==> src/sv/ptw_pkg.sv <==
// Shared types and constants for the page table walker.
package ptw_pkg;

  // Field widths fixed by the interface.
  localparam int unsigned VA_W      = 48;
  localparam int unsigned ROOT_W    = 40;
  localparam int unsigned DATA_W    = 64;
  localparam int unsigned PA_W      = 52;
  localparam int unsigned BLEN_W    = 10;
  localparam int unsigned IDX_W     = 9;
  localparam int unsigned TOP_DEPTH = 512;

  // Request type codes on the input channel.
  localparam logic REQ_TRANSLATE = 1'b0;
  localparam logic REQ_READ_DATA = 1'b1;

  // Result kind codes.
  localparam logic [1:0] KIND_READ  = 2'd0;
  localparam logic [1:0] KIND_DONE  = 2'd1;
  localparam logic [1:0] KIND_FAULT = 2'd2;

  // Page size codes.
  localparam logic [1:0] PAGE_4K = 2'd0;
  localparam logic [1:0] PAGE_2M = 2'd1;
  localparam logic [1:0] PAGE_1G = 2'd2;

  // Burst lengths in 8-byte words.
  localparam logic [BLEN_W-1:0] BURST_TABLE = 10'd512;
  localparam logic [BLEN_W-1:0] BURST_ONE   = 10'd1;

  // Input beat.
  typedef struct packed {
    logic              req_type;
    logic [VA_W-1:0]   virt_addr;
    logic [ROOT_W-1:0] root_frame;
    logic [DATA_W-1:0] read_data;
  } in_item_t;

  // Result beat.
  typedef struct packed {
    logic [1:0]        out_kind;
    logic [PA_W-1:0]   mem_addr;
    logic [BLEN_W-1:0] burst_len;
    logic [PA_W-1:0]   phys_addr;
    logic [1:0]        page_kind;
  } out_item_t;

  // Classified command passed from the front end to the walker.
  typedef enum logic {
    CMD_TRANSLATE,
    CMD_DATA
  } cmd_e;

  typedef struct packed {
    cmd_e              kind;
    logic [VA_W-1:0]   va;
    logic [ROOT_W-1:0] root;
    logic [DATA_W-1:0] data;
  } cmd_t;

endpackage

==> src/sv/ptw_front.sv <==
// Front end: accepts input beats, classifies them and queues them for the walker.
module ptw_front (
  input  logic              clk_i,
  input  logic              rst_ni,
  input  logic              in_valid_i,
  output logic              in_stall_o,
  input  ptw_pkg::in_item_t in_item_i,
  output logic              cmd_valid_o,
  output ptw_pkg::cmd_t     cmd_o,
  input  logic              cmd_pop_i
);

  ptw_pkg::cmd_t entry_q [2];
  logic          wr_ptr_q, wr_ptr_d;
  logic          rd_ptr_q, rd_ptr_d;
  logic [1:0]    count_q, count_d;
  logic          push;
  logic          pop;
  ptw_pkg::cmd_t cmd_new;

  // Decode the beat into a command.
  always_comb begin
    cmd_new.kind = (in_item_i.req_type == ptw_pkg::REQ_READ_DATA) ?
                   ptw_pkg::CMD_DATA : ptw_pkg::CMD_TRANSLATE;
    cmd_new.va   = in_item_i.virt_addr;
    cmd_new.root = in_item_i.root_frame;
    cmd_new.data = in_item_i.read_data;
  end

  // The queue stalls the input only when both slots are taken.
  assign in_stall_o  = (count_q == 2'd2);
  assign push        = in_valid_i && !in_stall_o;
  assign cmd_valid_o = (count_q != 2'd0);
  assign pop         = cmd_pop_i && cmd_valid_o;
  assign cmd_o       = entry_q[rd_ptr_q];

  // Pointer and occupancy update.
  always_comb begin
    wr_ptr_d = push ? ~wr_ptr_q : wr_ptr_q;
    rd_ptr_d = pop ? ~rd_ptr_q : rd_ptr_q;
    count_d  = count_q;
    if (push && !pop) begin
      count_d = count_q + 2'd1;
    end else if (pop && !push) begin
      count_d = count_q - 2'd1;
    end
  end

  always_ff @(posedge clk_i or negedge rst_ni) begin
    if (!rst_ni) begin
      wr_ptr_q <= 1'b0;
      rd_ptr_q <= 1'b0;
      count_q  <= 2'd0;
    end else begin
      wr_ptr_q <= wr_ptr_d;
      rd_ptr_q <= rd_ptr_d;
      count_q  <= count_d;
    end
  end

  // Queue storage.
  always_ff @(posedge clk_i) begin
    if (push) begin
      entry_q[wr_ptr_q] <= cmd_new;
    end
  end

endmodule

==> config.mk <==
export PLATFORM = sky130hd
export DESIGN_NAME = ptw_front
export DESIGN_NICKNAME = d
export VERILOG_FILES = /design/src/sv/ptw_pkg.sv /design/src/sv/ptw_front.sv
export SDC_FILE = /design/constraint.sdc
export NUM_CORES = 1
export LEC_CHECK = 0
export ABC_AREA = 1
export BUFFER_PORTS_ARGS = -buffer_cell sky130_fd_sc_hd__buf_2
export CAP_MARGIN = 15
export CORE_UTILIZATION = 55
export CTS_BUF_LIST = sky130_fd_sc_hd__clkbuf_8
export DETAILED_ROUTE_END_ITERATION = 16
export GPL_ROUTABILITY_DRIVEN = 0
export PLACE_DENSITY = 0.8
export SLEW_MARGIN = 10
export SYNTH_ARGS = -nofsm -noshare
export SYNTH_HDL_FRONTEND = slang
export SYNTH_SLANG_ARGS = --single-unit
export TNS_END_PERCENT = 50
==> constraint.sdc <==
create_clock -name clk_i -period 19.1 [get_ports clk_i]
set_input_delay 0.955 -clock clk_i [delete_from_list [all_inputs] [get_ports clk_i]]
set_output_delay 0.955 -clock clk_i [all_outputs]
set_load 0.05 [all_outputs]
==> impl_metrics.tcl, run 1 <==
set metrics [dict create \
    cts_tree "built" \
    ctsRootBufferMaster "clkbuf_8" \
    holdBufCountCts 0 \
    dieArea_mm2 0.0211 \
    cp-start-kind "flip-flop" \
    required_ns 18.15 \
    die_h_um 145 \
    synthCells 830 \
    cts_setup_buffers 0 \
    cp-end-kind "output port" \
    antenna_found_initial 3 \
    rsz0062_at_grt "no" \
    finalCritPeriodShare 0.226 \
    clk_pin_slew_worst_paths_ns 0.05 \
    critical_path_arrival_ns 3.36 \
    maxCapViolations 0 \
    met3RoutedLength_mm 2.02 \
    synth_edf_count 306 \
    htreeDepth 2 \
    syn-cell-area_mm2 0.0113 \
    synth-simple-area-share 0.158 \
    synth_common_cells "nand2_1 (470), edfxtp_1 (306), buf_2 (17), clkbuf_1 (9)" \
    routed_wl_mm 22.6 \
    cts_buffer_depth 3 \
    grt_usage 0.214 \
    die_x_um 145 \
    tightest_slew_ns 1.14 \
    grt_pass1_vias 6984 \
    cp_max_fo 104 \
    yosysMostFrequentCell "nand2_1" \
    post_synth_mux_area_share 0 \
    max_slew_margin 0.239 \
    postSynthAreaPerCell_um2 13.6 \
    finalHoldViolations 0 \
    grt_pass1_wl_mm 34.9 \
    wl_met1_mm 8.72 \
    fillCellCount 1384 \
    fin_worst_skew_ns 0.0116 \
    hp-class "in -> async" \
    vias 7133 \
    ys_ff_latch 310 \
    synth_xor_area_frac 0.000775 \
    start_util 0.561 \
    synth_area_leaders "edfxtp_1 (81%), nand2_1 (16%), dfrtp_1 (0.89%)" \
    synth_compound_area_frac 0.000443 \
    via_per_inst 4.87 \
    ant_nets 0 \
    synth_warnings 0 \
    top_layer "met4" \
    overflow 0 \
    final_nets 1320 \
    cts_made_buffers 46 \
    ctsResizeCount 0 \
    crit_type "reg -> out" \
    period_minus_slack_ns 4.31 \
    clock_latency_ns 0.53 \
    outcome "complete, no violations" \
    drc 0 \
    port_buffers 311 \
    drive_gt1_frac 0.313 \
    clock-sinks 310 \
    slew_viol_final 0 \
    synth.distinct_cells 14 \
    async_flop_share 0.0129 \
    setup_viol 0 \
    synthDominantCellAreaShare 0.813 \
    synth_adder_area_share 0.00111 \
    first_pass_iters 5 \
    max_freq_mhz 232 \
    area_delta_synth_final_pct 23.1 \
    core_mm2 0.0202 \
    wire_per_inst_um 15.4 \
    rows 52 \
    grt_max_degree 105 \
    synthesis.nets 988 \
    drt-initial-drc-count 373 \
    io_pins 312 \
    synthFlopType "edfxtp_1" \
    hpwl_mm 14.3 \
    synth_top_family_by_area "simple AND/OR/NAND/NOR gates" \
    synth_top_cell_by_area "edfxtp_1" \
    yosysSeqAreaShare 0.821 \
    tns_ns 0 \
    route.met2.wl_mm 11.3 \
]
==> sequential cells by signal, summed over array words and instances, names as in the netlist <==
register and cells:
rd_ptr_q 1, wr_ptr_q 1, count_q 2, entry_q 306
==> routing by layer <==
layer	global-route usage	up-vias
met5	0	-
met3	0.0677	45
met2	0.360	307
li1	-	3475
met1	0.260	3306
met4	0.0795	0
==> cells by family (layout without fill, tap and decap cells) <==
kind of cell | Yosys count | count (layout)
adder cells (fa/ha/maj) | 1 | 1
flip-flops | 310 | 310
XOR/XNOR | 1 | 1
buffers and inverters | 41 | 402
other | 0 | 4
AO/OA/AOI/OAI | 1 | 1
AND/OR/NAND/NOR | 476 | 476
==> worst max-delay path, cell delays in order, from the launching register on <==
cell     delay, ns
dfrtp_4       0.76
inv_4         0.53
buf_4         0.89
nand2_1       0.13
nand2_1       0.12
buf_2         0.26
==> cell usage in the layout (no fill, tap or decap), drive strengths merged <==
cell type / n
edfxtp: 306
dfrtp: 4
clkbuf: 51
o21ai: 1
nor2: 3
nand3: 2
clkinv: 8
inv: 26
nand4: 1
nand2: 470
diode: 4
xnor2: 1
buf: 317
ha: 1
==> path summary, 6_finish.rpt <==
check                      cells past startpoint                  endpoint                   start  slack, ns
min in group clk_i                             2    count_q[1]$_DFFE_PN0P_  count_q[1]$_DFFE_PN0P_       0.47
min                                            1    count_q[1]$_DFFE_PN0P_                  rst_ni       0.22
min reg2reg                                    2    count_q[1]$_DFFE_PN0P_  count_q[1]$_DFFE_PN0P_       0.47
max reg2reg                                    4  entry_q[1][20]$_DFFE_PP_  count_q[1]$_DFFE_PN0P_      16.43
max in group asynchronous                      1      rd_ptr_q$_DFFE_PN0P_                  rst_ni      18.73
max                                            5                 cmd_o[28]    rd_ptr_q$_DFFE_PN0P_      14.79
==> cell type report <==
type | instances | area (µm²) | share of cell area
flip-flops and latches | 310 | 9290 | 0.667
multi-input cells | 479 | 1830 | 0.131
repair buffers | 317 | 1620 | 0.116
clock buffers | 51 | 702 | 0.0504
well taps | 270 | 338 | 0.0243
clock inverters | 26 | 98.8 | 0.00710
inverters | 8 | 37.5 | 0.00270
diodes | 4 | 10.0 | 0.000719
==> through the flow <==
stage	worst slack (ns)	utilization	hold WS (ns)	area [µm²]	std cells
floorplan	11.02	-	0.442	11300	830
CTS	14.71	0.689	0.194	13900	1460
global route	14.53	0.690	0.194	13900	1462
finish	14.79	0.690	0.224	13900	1465
global placement	15.28	0.649	0.457	13100	1383
detailed placement	15.29	0.649	0.460	13100	1383
Power of run 1 is left out: the tool's default activity adds up to more than one toggle a clock period on the data nets, which glitch-free logic cannot reach.
==> run 2: changes to the inputs <==
CORE_UTILIZATION = 54   (was 55)
PLACE_DENSITY = 0.79   (was 0.8)
clock period = 4.19 ns   (was 19.1 ns; I/O delays follow)
==> run 2 against run 1 <==
Flip-flop and latch count unchanged. Final area up 11%. Critical path depth unchanged. Hold slack worse by 0.18 ns. Final cell count up 11%. First-iteration DRC count up 23%. Core utilization up 6.9 points. Die area up 1.8%. Global-route usage up 4.1 points. Non-clock buffer count up 154. Clock skew up 0.0060 ns. Register-to-register slack worse by 15 ns.
==> impl_metrics.tcl, run 2 (synthesis gave the netlist of run 1 again) <==
set metrics [dict create \
    ctsResizeCount 0 \
    power_density_mw_per_mm2 790 \
    hpwl_mm 14.4 \
    power_frac_seq 0.370 \
    clock_latency_ns 0.53 \
    htreeDepth 2 \
    cts_buffer_depth 3 \
    path_cells "inv_4 -> buf_12 -> nand2_1 -> nand2_1 -> buf_2" \
    p_leak_nw 6.75 \
    critPathTopFamily "buffers and inverters" \
    finalHoldViolations 0 \
    placed_area_mm2 0.0131 \
    switching_share 0.478 \
    slew_viol_final 0 \
    hp-class "in -> async" \
    ant_nets 0 \
    wire_per_inst_um 17.0 \
    rsz0062_at_grt "no" \
    fillCellCount 1143 \
    worst_slack_ns 0.963 \
    clock-sinks 310 \
    cpMostUsedCell "nand2_1" \
    path_buf_inv 3 \
    period_minus_slack_ns 3.23 \
    max_slew_margin 0.345 \
    drive_gt1_frac 0.277 \
    tightest_slew_ns 0.983 \
    max_freq_mhz 310 \
    ctsRootBufferMaster "clkbuf_8" \
    final_common_cell "nand2_1" \
    cp-end-kind "output port" \
    grt_max_degree 154 \
    dieArea_mm2 0.0215 \
    top_register "entry_q" \
    drc 0 \
    crit_type "reg -> out" \
    core_mm2 0.0204 \
    grt_pass1_vias 8236 \
    cpMaxStageDelayCell "dfrtp_4" \
    largest_register_ff_count 306 \
    cp-start-kind "flip-flop" \
    clk_pin_slew_worst_paths_ns 0.06 \
    start_util 0.555 \
    combPwrFrac 0.456 \
    via_per_inst 4.95 \
    cp_max_fo 109 \
    fin_worst_skew_ns 0.0176 \
    cts_tree "built" \
    final_cell_mix "nand2_1 (470), buf_2 (311), edfxtp_1 (306), dlygate4sd3_1 (155), clkbuf_8 (49)" \
    critical_path_arrival_ns 3.02 \
    antenna_found_initial 3 \
    met3RoutedLength_mm 2.37 \
    port_buffers 311 \
    die_x_um 147 \
    crit_path_max_incr_delay_ns 0.79 \
    route.met2.wl_mm 14.3 \
    area_delta_synth_final_pct 36.8 \
    largest_registers "entry_q x306, count_q x2" \
    final_nets 1475 \
    fin_area_mm2 0.0155 \
    p_int_w 0.00639 \
    top_layer "met4" \
    p_sw_w 0.00584 \
    first_pass_iters 5 \
    setup_viol 0 \
    rows 52 \
    overflow 0 \
    vias 8006 \
    irDropWorstVdd_mv 0.696 \
    drt-initial-drc-count 458 \
    pwr-share-clk 0.174 \
    grt_pass1_wl_mm 41.8 \
    grt_usage 0.254 \
    outcome "complete, no violations" \
    routed_wl_mm 27.4 \
    cts_made_buffers 47 \
    die_h_um 147 \
    total_power_w 0.0122 \
    wl_met1_mm 10.2 \
    finalCritPeriodShare 0.770 \
    required_ns 3.98 \
    dpl_worst_slack_ns 1.58 \
    maxCapViolations 0 \
    io_pins 312 \
]
==> run 2: path summary, 6_finish.rpt <==
path / slack [ns] / to / startpoint / cells past startpoint
worst max register to register: 1.83 / rd_ptr_q$_DFFE_PN0P_ / rd_ptr_q$_DFFE_PN0P_ / 4
max in group asynchronous: 4.00 / rd_ptr_q$_DFFE_PN0P_ / rst_ni / 2
worst min register to register: 0.48 / count_q[1]$_DFFE_PN0P_ / count_q[1]$_DFFE_PN0P_ / 2
worst min-delay path: 0.05 / count_q[0]$_DFFE_PN0P_ / rst_ni / 2
min in group clk_i: 0.11 / wr_ptr_q$_DFFE_PN0P_ / in_valid_i / 4
worst max-delay path: 0.96 / cmd_o[28] / rd_ptr_q$_DFFE_PN0P_ / 5
==> run 2: final cells by class <==
type	count	area (µm²)	share of cell area
Inverter	8	37.5	0.00243
Tap cell	270	338	0.0218
Clock inverter	28	110	0.00712
Timing Repair Buffer	471	3180	0.206
Multi-Input combinational cell	479	1830	0.118
Antenna cell	4	10.0	0.000647
Clock buffer	49	674	0.0436
Sequential cell	310	9290	0.601
==> run 2: metrics by stage <==
stage                     hold WS, ns  TNS (ns)   util  cells
after floorplan               -0.0861    -32.89      -    830
after global placement         0.0218         0  0.645   1383
after detailed placement       0.0201         0  0.645   1383
after CTS                     0.00200         0  0.759   1615
after global routing           0.0384         0  0.760   1618
final                          0.0471         0  0.760   1619
==> run 2: repair_timing <==
item                                   4_1_cts  5_1_grt
hold buffers                               155        0
buffers inserted                             0        0
endpoints found under the hold margin      311        0
==> run 2: per-layer routing <==
metal / GRT usage / vias to the layer above
met1: 0.296 / 3759
met4: 0.0833 / 0
met3: 0.0655 / 48
met5: 0 / -
met2: 0.457 / 421
li1: - / 3778
==> run 2: worst register-to-register path, delay by kind of cell (launching register included) <==
family                 cells  cell delay [ns]
DFF                        1             1.00
and+or+nand+nor            2             0.39
buffers and inverters      2             0.84
==> run 2: power by group through the flow <==
stage / registers (W) / logic (W) / clock network [W]
global placement: 0.00455 / 0.00536 / 0
global route: 0.00458 / 0.00586 / 0.00230
floorplan: 0.00448 / 0.00421 / 0
detailed placement: 0.00457 / 0.00539 / 0
finish: 0.00453 / 0.00557 / 0.00213
CTS: 0.00451 / 0.00553 / 0.00214
Power figures use the tool's default switching activity.
==> run 3: changes to the inputs <==
clock period = 3.3 ns   (was 4.19 ns; I/O delays follow)
==> run 3 against run 2 <==
Clock skew down 0.0096 ns. Hold slack gained 0.29 ns. Routed wire length rose by 0.96%.
==> impl_metrics.tcl, run 3 (synthesis gave the netlist of run 1 again) <==
set metrics [dict create \
    final_common_cell "nand2_1" \
    grt_util_met1 0.300 \
    use_met2 0.445 \
    overflow 0 \
    period_minus_slack_ns 2.90 \
    final_nets 1483 \
    start_util 0.555 \
    routed_wl_mm 27.7 \
    clock-sinks 310 \
    rr_startpoint "count_q[1]$_DFFE_PN0P_" \
    clk_pin_slew_worst_paths_ns 0.06 \
    max_slew_margin 0.539 \
    cp_max_fo 59 \
    r2r_end "entry_q[1][5]$_DFFE_PP_" \
    required_ns 3.13 \
    hold_path.startpoint "in_item_i[142]" \
    grt_pass1_wl_mm 41.8 \
    cpMaxStageDelayCell "dfrtp_4" \
    io_pins 312 \
    ctsRootBufferMaster "clkbuf_8" \
    p_leak_nw 6.81 \
    holdBufCountCts 157 \
    seqCellArea_mm2 0.00929 \
    maxCapViolations 0 \
    via_per_inst 5.02 \
    first_pass_iters 9 \
    placed_area_mm2 0.0132 \
    fin_worst_skew_ns 0.00795 \
    dieArea_mm2 0.0215 \
    crit_path_max_incr_delay_ns 0.69 \
    path_cells "inv_4 -> buf_4 -> nand2_1 -> nand2_1 -> buf_2" \
    largest_registers "entry_q x306, count_q x2" \
    drive_gt1_frac 0.281 \
    path_buf_inv 3 \
    top_register "entry_q" \
    hpwl_mm 15.1 \
    port_buffers 311 \
    htreeDepth 2 \
    grt_max_degree 66 \
    critical_path_arrival_ns 2.74 \
    rows 52 \
    crit_type "reg -> out" \
    cp.depth 5 \
    irDropWorstVdd_mv 0.777 \
    die_h_um 147 \
    rr_worst_depth 4 \
    fillCellCount 1108 \
    met3_usage 0.0696 \
    cp-end-kind "output port" \
    clock_latency_ns 0.55 \
    whs_path_depth 2 \
    cts_made_buffers 47 \
    wire_per_inst_um 17.0 \
    ctsResizeCount 0 \
    setup_viol 0 \
    final_cell_mix "nand2_1 (469), buf_2 (311), edfxtp_1 (306), dlygate4sd3_1 (157), clkbuf_8 (49)" \
    multi_input_area_mm2 0.00184 \
    cpMostUsedCell "nand2_1" \
    core_mm2 0.0204 \
    cp-start-kind "flip-flop" \
    tightest_slew_ns 0.692 \
    max_freq_mhz 345 \
    power_density_mw_per_mm2 1010 \
    rsz0062_at_grt "no" \
    slew_viol_final 0 \
    antenna_found_initial 1 \
    largest_register_ff_count 306 \
    whs_endpoint "entry_q[1][142]$_DFFE_PP_" \
    hp-class "in -> reg" \
    cp-startpoint "rd_ptr_q$_DFFE_PN0P_" \
    grt-busiest-layer "met2" \
    area_delta_synth_final_pct 38.2 \
    vias 8195 \
    cts_setup_buffers 0 \
    drc 0 \
    finalCritPeriodShare 0.879 \
    fin_area_mm2 0.0156 \
    grt_pass1_vias 8265 \
    r2r_setup_slack_ns 1.23 \
    finalHoldViolations 0 \
    cts_buffer_depth 3 \
    cts_tree "built" \
    stdcell_count 1631 \
    drt-initial-drc-count 542 \
    critPathTopFamily "buffers and inverters" \
    placed_cells 1389 \
    outcome "complete, no violations" \
    die_x_um 147 \
    grt_usage 0.253 \
    ant_nets 0 \
]
[run 3: changes by cell type in the layout (fill, tap and decap cells not counted), sizes merged, moves of 2 or more]
cell | previous run | this run
clkinv | 8 | 16
diode | 4 | 1
dlygate4sd3 | 155 | 157
inv | 28 | 25
buf | 316 | 322
[run 3: per-layer routing]
| layer | wire, µm | up-vias |
|---|---|---|
| li1 | - | 3801 |
| met1 | 10200 | 3830 |
| met2 | 14100 | 494 |
| met3 | 2610 | 70 |
| met4 | 777 | 0 |
| met5 | 0 | - |
[run 3: worst max path at each step]
stage | to | slack [ns]
after global placement | cmd_o[101] | 1.07
after CTS | cmd_o[122] | 0.39
after detailed placement | cmd_o[122] | 0.99
after floorplan | entry_q[0][0]$_DFFE_PP_ | -0.25
final | cmd_o[112] | 0.40
after global routing | cmd_o[122] | 0.28
[run 3: layout make-up]
type,count,area share
antenna,1,0.000160
clock buffer,49,0.0432
clock inverter,35,0.0103
inverter,8,0.00232
multi-input combinational,479,0.118
sequential,310,0.595
tap,270,0.0216
timing repair buffer,479,0.210
[run 3: where the power goes]
part / total, W / internal, W / switching, W
registers: 0.00567 / 0.00537 / 0.000309
clock network: 0.00283 / 0.00145 / 0.00138
logic: 0.00722 / 0.00144 / 0.00578
[run 3: metrics by stage]
stage               hold slack (ns)  power (W)  utilization  setup slack, ns  setup TNS, ns
floorplan                    -0.131     0.0110            -           -0.254         -49.06
global placement            -0.0237     0.0126        0.649             1.07              0
detailed placement          -0.0257     0.0127        0.649            0.989              0
CTS                           0.315     0.0157        0.767            0.388              0
global route                  0.316     0.0164        0.767            0.278              0
finish                        0.341     0.0157        0.767            0.399              0
